--- src/design/tdp_pkg.sv ---
// ---------------------------------------------------------------------------
// tdp_pkg
// Shared types, character codes and limits for the time-of-day text parser.
// ---------------------------------------------------------------------------
`timescale 1ns / 1ps

package tdp_pkg;

  // Field being filled
  localparam logic [1:0] FLD_HOUR   = 2'd0;
  localparam logic [1:0] FLD_MINUTE = 2'd1;
  localparam logic [1:0] FLD_SECOND = 2'd2;
  localparam logic [1:0] FLD_SUFFIX = 2'd3;

  // Latin-1 character codes
  localparam logic [7:0] CH_DIGIT_0 = 8'h30;
  localparam logic [7:0] CH_DIGIT_9 = 8'h39;
  localparam logic [7:0] CH_COLON   = 8'h3A;
  localparam logic [7:0] CH_LOW_A   = 8'h61;
  localparam logic [7:0] CH_UP_A    = 8'h41;
  localparam logic [7:0] CH_LOW_P   = 8'h70;
  localparam logic [7:0] CH_UP_P    = 8'h50;
  localparam logic [7:0] CH_LOW_M   = 8'h6D;
  localparam logic [7:0] CH_UP_M    = 8'h4D;
  localparam logic [7:0] CH_TAB     = 8'h09;
  localparam logic [7:0] CH_CR      = 8'h0D;
  localparam logic [7:0] CH_SPACE   = 8'h20;
  localparam logic [7:0] CH_NBSP    = 8'hA0;

  // Limits on a freshly accumulated field value
  localparam logic [9:0] HOUR_LIMIT = 10'd23;
  localparam logic [9:0] MIN_LIMIT  = 10'd59;

  // Twelve-hour conversion
  localparam logic [4:0] HOUR_NOON   = 5'd12;
  localparam logic [4:0] HOUR_AM_MAX = 5'd11;

  localparam logic [10:0] MIN_PER_HOUR = 11'd60;

  // One result word
  typedef struct packed {
    logic        valid_res;
    logic [4:0]  hour;
    logic [5:0]  minute;
    logic [5:0]  second;
    logic [10:0] minute_of_day;
  } res_t;

  // Whitespace: tab to carriage return, space, no-break space
  function automatic logic is_blank(input logic [7:0] c);
    return ((c >= CH_TAB) && (c <= CH_CR)) || (c == CH_SPACE) || (c == CH_NBSP);
  endfunction

endpackage

--- src/design/tdp_parse.sv ---
// ---------------------------------------------------------------------------
// tdp_parse
// Parser state and its update for one character; forms the
// result word from the updated state on the final character.
// ---------------------------------------------------------------------------
`timescale 1ns / 1ps

module tdp_parse (
  input  logic           clk,
  input  logic           rst,
  input  logic           step,
  input  logic [7:0]     ch,
  input  logic           last,
  output tdp_pkg::res_t  res
);
  import tdp_pkg::*;

  logic [1:0] field_index, field_index_next;
  logic [1:0] digit_count, digit_count_next;
  logic [6:0] accumulator, accumulator_next;
  logic [4:0] hour_reg, hour_reg_next;
  logic [5:0] minute_reg, minute_reg_next;
  logic [5:0] second_reg, second_reg_next;
  logic       failed, failed_next;
  logic       suffix_seen, suffix_seen_next;

  logic       is_digit;
  logic       is_am;
  logic       is_pm;
  logic [9:0] acc10;
  logic [9:0] limit;

  assign is_digit = (ch >= CH_DIGIT_0) && (ch <= CH_DIGIT_9);
  assign is_am    = (ch == CH_LOW_A) || (ch == CH_UP_A);
  assign is_pm    = (ch == CH_LOW_P) || (ch == CH_UP_P);
  assign acc10    = ({3'b000, accumulator} << 3) + ({3'b000, accumulator} << 1)
                  + {6'd0, ch[3:0]};
  assign limit    = (field_index == FLD_HOUR) ? HOUR_LIMIT : MIN_LIMIT;

  // Consume one character
  always_comb begin
    field_index_next = field_index;
    digit_count_next = digit_count;
    accumulator_next = accumulator;
    hour_reg_next    = hour_reg;
    minute_reg_next  = minute_reg;
    second_reg_next  = second_reg;
    failed_next      = failed;
    suffix_seen_next = suffix_seen;
    if (!failed) begin
      priority if (suffix_seen) begin
        if (!(last && ((ch == CH_LOW_M) || (ch == CH_UP_M)))) failed_next = 1'b1;
      end else if (is_blank(ch)) begin
        failed_next = failed;
      end else if (is_digit) begin
        digit_count_next = digit_count + 2'd1;
        if ((field_index == FLD_SUFFIX) || (digit_count > 2'd1) || (acc10 > limit)) begin
          failed_next = 1'b1;
        end else begin
          accumulator_next = acc10[6:0];
          unique case (field_index)
            FLD_HOUR:   hour_reg_next   = acc10[4:0];
            FLD_MINUTE: minute_reg_next = acc10[5:0];
            default:    second_reg_next = acc10[5:0];
          endcase
        end
      end else if (ch == CH_COLON) begin
        if ((field_index > FLD_MINUTE) || (digit_count == 2'd0)) begin
          failed_next = 1'b1;
        end else begin
          accumulator_next = 7'd0;
          digit_count_next = 2'd0;
          field_index_next = field_index + 2'd1;
        end
      end else if (is_am || is_pm) begin
        if ((field_index == FLD_HOUR) && (digit_count == 2'd0)) begin
          failed_next = 1'b1;
        end else begin
          accumulator_next = 7'd0;
          digit_count_next = 2'd0;
          field_index_next = FLD_SUFFIX;
          suffix_seen_next = 1'b1;
          priority if (hour_reg == HOUR_NOON) begin
            if (is_am) hour_reg_next = 5'd0;
          end else if (hour_reg > HOUR_AM_MAX) begin
            failed_next = 1'b1;
          end else begin
            if (is_pm) hour_reg_next = hour_reg + HOUR_NOON;
          end
        end
      end else begin
        failed_next = 1'b1;
      end
    end
  end

  // Form the result word from the updated state
  always_comb begin
    res = '0;
    if (!failed_next) begin
      res.valid_res     = 1'b1;
      res.hour          = hour_reg_next;
      res.minute        = minute_reg_next;
      res.second        = second_reg_next;
      res.minute_of_day = ({6'd0, hour_reg_next} * MIN_PER_HOUR) + {5'd0, minute_reg_next};
    end
  end

  // Advance on each character; clear after the final one
  always_ff @(posedge clk) begin
    if (rst || (step && last)) begin
      field_index <= FLD_HOUR;
      digit_count <= 2'd0;
      accumulator <= 7'd0;
      hour_reg    <= 5'd0;
      minute_reg  <= 6'd0;
      second_reg  <= 6'd0;
      failed      <= 1'b0;
      suffix_seen <= 1'b0;
    end else if (step) begin
      field_index <= field_index_next;
      digit_count <= digit_count_next;
      accumulator <= accumulator_next;
      hour_reg    <= hour_reg_next;
      minute_reg  <= minute_reg_next;
      second_reg  <= second_reg_next;
      failed      <= failed_next;
      suffix_seen <= suffix_seen_next;
    end
  end

  a_suffix_field: assert property (@(posedge clk) disable iff (rst)
    (suffix_seen && !failed) |-> (field_index == FLD_SUFFIX))
    else $error("suffix seen outside suffix field");
  a_hour_range: assert property (@(posedge clk) disable iff (rst)
    !failed |-> (hour_reg <= HOUR_LIMIT[4:0]))
    else $error("hour out of range while parsing");
  a_min_range: assert property (@(posedge clk) disable iff (rst)
    !failed |-> ((minute_reg <= MIN_LIMIT[5:0]) && (second_reg <= MIN_LIMIT[5:0])))
    else $error("minute or second out of range while parsing");

endmodule

--- src/design/tdp_result.sv ---
// ---------------------------------------------------------------------------
// tdp_result
// Output register: holds one result word until the consumer takes it.
// ---------------------------------------------------------------------------
`timescale 1ns / 1ps

module tdp_result (
  input  logic           clk,
  input  logic           rst,
  input  logic           load,
  input  tdp_pkg::res_t  res_in,
  input  logic           out_stall,
  output logic           out_valid,
  output tdp_pkg::res_t  res_q
);
  import tdp_pkg::*;

  // Hold the word while stalled, drop it once taken
  always_ff @(posedge clk) begin
    if (rst) begin
      out_valid <= 1'b0;
    end else if (load) begin
      out_valid <= 1'b1;
    end else if (!out_stall) begin
      out_valid <= 1'b0;
    end
  end

  always_ff @(posedge clk) begin
    if (load) begin
      res_q <= res_in;
    end
  end

  a_no_overwrite: assert property (@(posedge clk) disable iff (rst)
    load |-> (!out_valid || !out_stall))
    else $error("result word overwritten while stalled");
  a_fail_zero: assert property (@(posedge clk) disable iff (rst)
    (out_valid && !res_q.valid_res) |->
      ((res_q.hour == 5'd0) && (res_q.minute == 6'd0) && (res_q.second == 6'd0)
       && (res_q.minute_of_day == 11'd0)))
    else $error("failed result carries non-zero fields");
  a_mod_sum: assert property (@(posedge clk) disable iff (rst)
    out_valid |->
      (res_q.minute_of_day == ({6'd0, res_q.hour} * MIN_PER_HOUR) + {5'd0, res_q.minute}))
    else $error("minute of day inconsistent with hour and minute");

endmodule

--- src/design/time_of_day_text_parser.sv ---
// ---------------------------------------------------------------------------
// time_of_day_text_parser
// Parses a time string, one Latin-1 character per word, into hour, minute,
// second and minute of day, with a pass/fail flag on the final character.
// ---------------------------------------------------------------------------
//  channel | words                                   | handshake
//  --------+-----------------------------------------+---------------------
//  input   | ch, last                                | in_valid / in_stall
//  output  | valid_res, hour, minute, second,        | out_valid / out_stall
//          | minute_of_day                           |
//
//  One character per cycle unless a final character waits on a stalled
//  result: input register, parse logic, then the output register. The
//  result of the final character is registered in the output register.
//  Synchronous reset clears the parser state and both valid flags.
//  A stalled result holds only characters marked last; others keep flowing.
// ---------------------------------------------------------------------------
`timescale 1ns / 1ps

module time_of_day_text_parser (
  input  logic        clk,
  input  logic        rst,
  input  logic        in_valid,
  output logic        in_stall,
  input  logic [7:0]  ch,
  input  logic        last,
  output logic        out_valid,
  input  logic        out_stall,
  output logic        valid_res,
  output logic [4:0]  hour,
  output logic [5:0]  minute,
  output logic [5:0]  second,
  output logic [10:0] minute_of_day
);
  import tdp_pkg::*;

  logic       ir_valid;
  logic [7:0] ir_ch;
  logic       ir_last;
  logic       step;
  res_t       res;
  res_t       res_q;

  // Parse the held character unless its result would have nowhere to go
  assign step     = ir_valid && (!ir_last || !out_valid || !out_stall);
  assign in_stall = ir_valid && !step;

  // Input register
  always_ff @(posedge clk) begin
    if (rst) begin
      ir_valid <= 1'b0;
    end else if (!in_stall) begin
      ir_valid <= in_valid;
    end
  end

  always_ff @(posedge clk) begin
    if (in_valid && !in_stall) begin
      ir_ch   <= ch;
      ir_last <= last;
    end
  end

  tdp_parse u_parse (
    .clk  (clk),
    .rst  (rst),
    .step (step),
    .ch   (ir_ch),
    .last (ir_last),
    .res  (res)
  );

  tdp_result u_result (
    .clk       (clk),
    .rst       (rst),
    .load      (step && ir_last),
    .res_in    (res),
    .out_stall (out_stall),
    .out_valid (out_valid),
    .res_q     (res_q)
  );

  assign valid_res     = res_q.valid_res;
  assign hour          = res_q.hour;
  assign minute        = res_q.minute;
  assign second        = res_q.second;
  assign minute_of_day = res_q.minute_of_day;

  a_stall_full: assert property (@(posedge clk) disable iff (rst)
    in_stall |-> (ir_valid && ir_last && out_valid))
    else $error("input stalled without a pending final character");
  a_hold_word: assert property (@(posedge clk) disable iff (rst)
    (ir_valid && !step) |=> (ir_valid && $stable(ir_ch) && $stable(ir_last)))
    else $error("held character lost");
  a_result_follows: assert property (@(posedge clk) disable iff (rst)
    (step && ir_last) |=> out_valid)
    else $error("final character produced no result");

endmodule
--- config.mk ---
export PLATFORM = sky130hd
export DESIGN_NAME = time_of_day_text_parser
export DESIGN_NICKNAME = d
export VERILOG_FILES = /design/src/design/tdp_pkg.sv /design/src/design/tdp_parse.sv /design/src/design/tdp_result.sv /design/src/design/time_of_day_text_parser.sv
export SDC_FILE = /design/constraint.sdc
export NUM_CORES = 1
export LEC_CHECK = 0
export ABC_AREA = 1
export ABC_CLOCK_PERIOD_IN_PS = 7350
export BUFFER_PORTS_ARGS = -buffer_cell sky130_fd_sc_hd__buf_4
export CORE_ASPECT_RATIO = 1.25
export CORE_MARGIN = 2
export CORE_UTILIZATION = 46
export DETAILED_ROUTE_END_ITERATION = 6
export SYNTH_ARGS = -nofsm -noshare
export SYNTH_HDL_FRONTEND = slang
export SYNTH_SLANG_ARGS = --single-unit
--- constraint.sdc ---
create_clock -name clk -period 7.35 [get_ports clk]
set_input_delay 0.3675 -clock clk [delete_from_list [all_inputs] [get_ports clk]]
set_output_delay 0.3675 -clock clk [all_outputs]
set_load 0.05 [all_outputs]
==> reports/results.tsv <==
stage	metric	value	unit
yosys	synth-adder-area-share	15.1	%
yosys	ys_seq_elements	68	
timing	fin_skew	0.00537	ns
cells_and_area	largest_reg_flops	27	
clocking	htree_levels	3	
placed_design	io_buffers	43	
yosys	synth_top_cell_by_area	edfxtp_1	
min_path	min_from	rst	
timing	slew_headroom	30.4	%
placed_design	gp_congestion	0.873	
power	powerDensity	186	nW/um^2
timing	fmax	150	MHz
clocking	cts.hold.buffers_added	0	
cells_and_area	largest-register	u_result.res_q	
setup_path	crit_path_end_kind	flip-flop	
clocking	clockBufferDepth	2	
setup_path	slowest_stage	fa_1	
yosys	synth-compound-area-share	10.4	%
cells_and_area	antenna_cells	0	
clocking	cts.sinks	68	
timing	layout_setup_ws	0.693	ns
timing	period_share	90.6	%
yosys	yosys.area_share.xor_xnor	1.89	%
yosys	synth_top_cell_area_share	23.4	%
min_path	min_path_type	in -> reg	
min_path	holdPathEnd	ir_valid	
cells_and_area	nets	695	
yosys	synth_mux_area_share	0	%
grt	grt_pass1_wl	16.5	mm
setup_path	max_stage_delay	0.61	ns
yosys	async_flop_share	0	%
setup_path	worst-path-max-fanout	6	
setup_path	critPathLaunchType	flip-flop	
drt	wl_per_cell	12.8	um
clocking	cts_tree	done	
setup_path	path_buf_inv	7	
power	power.share.combinational	14.0	%
timing	finalHoldViolations	0	
setup_path	reg2reg_from	ir_ch[3]	
clocking	cts-root-buf	clkbuf_16	
timing	period_needed	6.66	ns
timing	timing.setup.tns	0	ns
yosys	synth_edf_count	36	
yosys	synth_fp_nets	653	
yosys	synth_seq_area_share	37.2	%
clocking	numCtsBuffers	9	
drt	wirelength	9.74	mm
yosys	yosysWarningCount	0	
yosys	synthSimpleGateAreaFrac	24.5	%
grt	grt_pass1_vias	3627	
clocking	clk_pin_slew_worst_paths	0.05	ns
drt	routed-via-count	3781	
yosys	syn_inst	590	
floorplan	die_w	93.7	um
cells_and_area	syn_to_final_growth	15.2	%
min_path	holdPathStages	2	
power	pwr-share-clk	43.6	%
setup_path	arrival	6.84	ns
drt	antenna_left	0	
setup_path	rrSetupSlack	0.69	ns
grt	grt_overflow	0	
power	sw_frac_of_total	26.5	%
setup_path	critPathKind	reg -> reg	
grt	grt_max_degree	29	
drt	viasPerCell	4.96	
setup_path	crit_family	adder cells	
floorplan	die_height	116	um
setup_path	r2r_end	u_result.res_q[9]	
timing	drv_slew	0	
timing	tightest_slew	1.04	ns
placed_design	post-place-ws	0.592	ns
yosys	synth_flop_cell	edfxtp_1	
yosys	synthTopCellsByArea	edfxtp_1 (23%), dfxtp_1 (14%), ha_1 (11%)	
timing	setup_viol	0	
clocking	clk_latency	0.34	ns
drt	drc_errors	0	
floorplan	dieArea	10900	um^2
yosys	synth.cell_area	4630	um^2
cells_and_area	top_regs	u_result.res_q: 27 flops, ir_ch: 8 flops, u_parse.accumulator: 7 flops	
grt	grt_usage	19.3	%
drt	first_pass_iters	4	
setup_path	required	7.53	ns
grt	antenna_found_initial	0	
floorplan	core	9710	um^2
cells_and_area	drive_gt1_share	15.2	%
floorplan	start_util	47.7	%
power	power_leakage	2.59	nW
floorplan	row_count	40	
power	power.internal	0.000728	W
job	cap_viol_max_count	0	
power	seqPwrFrac	42.5	%
timing	rsz0062_at_grt	false	
power	p_switching	0.000262	W
power	ir_drop	0.000136	V
floorplan	ios	44	
yosys	synth.distinct_cells	34	
run_status	status	complete, no violations	
drt	initialDrtViolationCount	129	
setup_path	r2r_cells	32	
yosys	synth.avg_cell_area	7.84	um^2
yosys	synth_top_family_by_area	simple AND/OR/NAND/NOR gates	
placed_design	dp_hpwl	7.38	mm
[worst max-delay path by stage]
stage | startpoint | endpoint | slack [ns] | cells past startpoint
final | ir_ch[3] | u_result.res_q[9] | 0.69 | 32
after global placement | ir_ch[3] | u_result.res_q[9] | 0.79 | 32
after detailed placement | ir_ch[3] | u_result.res_q[9] | 0.59 | 32
after global routing | ir_ch[3] | u_result.res_q[9] | 0.1 | 32
after floorplan | ir_ch[3] | u_result.res_q[9] | 1.11 | 32
after CTS | ir_ch[3] | u_result.res_q[9] | 0.57 | 32
[power groups by stage]
stage	clock, W	combinational [W]	sequential [W]
final	0.000432	0.000138	0.000421
after global placement	0	0.000136	0.000428
after global routing	0.000457	0.000158	0.000422
after detailed placement	0	0.000138	0.000428
after floorplan	0	0.0000952	0.000439
after CTS	0.000438	0.000140	0.000420
[cells in the final DEF (no fill, tap or decap), drive strengths merged]
master,n
a211oi,3
a21oi,42
a31oi,1
buf,44
bufinv,1
clkbuf,11
clkinv,3
clkinvlp,1
dfxtp,32
edfxtp,36
fa,10
ha,40
inv,111
nand2,116
nand3,30
nand3b,4
nand4,9
nor2,78
nor3,11
nor4,1
o21ai,39
o41ai,1
or2,3
xnor2,1
xor2,9
[cells in the mapped netlist, types with 2 or more instances]
master / n
a211oi_1: 3
a21oi_1: 40
buf_4: 2
buf_6: 4
clkbuf_1: 7
dfxtp_1: 32
edfxtp_1: 36
fa_1: 10
ha_1: 40
inv_1: 108
inv_2: 3
nand2_1: 111
nand2_2: 3
nand2_4: 2
nand3_1: 27
nand3_2: 3
nand3b_1: 4
nand4_1: 9
nor2_1: 63
nor2_2: 13
nor2_4: 2
nor3_1: 10
o21ai_0: 17
o21ai_1: 16
o21ai_2: 6
or2_2: 3
xor2_1: 9
[through the flow]
stage / area [um^2] / util (%) / cells / power (W) / hold WS, ns
CTS: 5320 / 54.8 / 763 / 0.000998 / 0.187
global route: 5330 / 54.9 / 763 / 0.00104 / 0.197
floorplan: 4630 / - / 590 / 0.000534 / 0.437
finish: 5330 / 54.9 / 763 / 0.000990 / 0.195
global placement: 5030 / 51.8 / 747 / 0.000564 / 0.482
detailed placement: 5030 / 51.8 / 747 / 0.000567 / 0.490
[timing repair]
item,CTS,global route
gates resized for setup,0,1
buffers inserted,0,0
endpoints found under the setup margin,0,1
[worst reg2reg max path: cells and delay by family, from the launching register on]
family	cells	cell delay, ns
fa+ha+maj	7	3.08
simple gates	15	1.92
buf+inv	7	0.54
flops	1	0.40
compound gates	2	0.31
xor+xnor	1	0.25
[final cells by class]
| cell class | instances | area [um^2] |
|---|---|---|
| clock buffers | 11 | 243 |
| clock inverters | 5 | 51.3 |
| fillers | 949 | 4380 |
| inverters | 111 | 417 |
| multi-input cells | 398 | 2410 |
| flip-flops and latches | 68 | 1720 |
| well taps | 126 | 158 |
| repair buffers | 44 | 330 |
[layer usage]
layer | share of wire (%) | routed length (um) | up-vias | global-route usage, %
met5 | 0 | 0 | - | 0
met4 | 2.1 | 203 | 0 | 7.73
met3 | 3.7 | 364 | 12 | 4.00
met2 | 52 | 5030 | 71 | 34.7
met1 | 43 | 4140 | 1732 | 22.4
li1 | - | - | 1966 | -
[cell families (layout without fill, tap and decap cells)]
family	count (synthesis)	count (layout)
simple gates	252	252
buf+inv	124	171
flops	68	68
xor+xnor	10	10
fa+ha+maj	50	50
compound gates	86	86
Note: power is estimated with default switching activity, not from simulation.
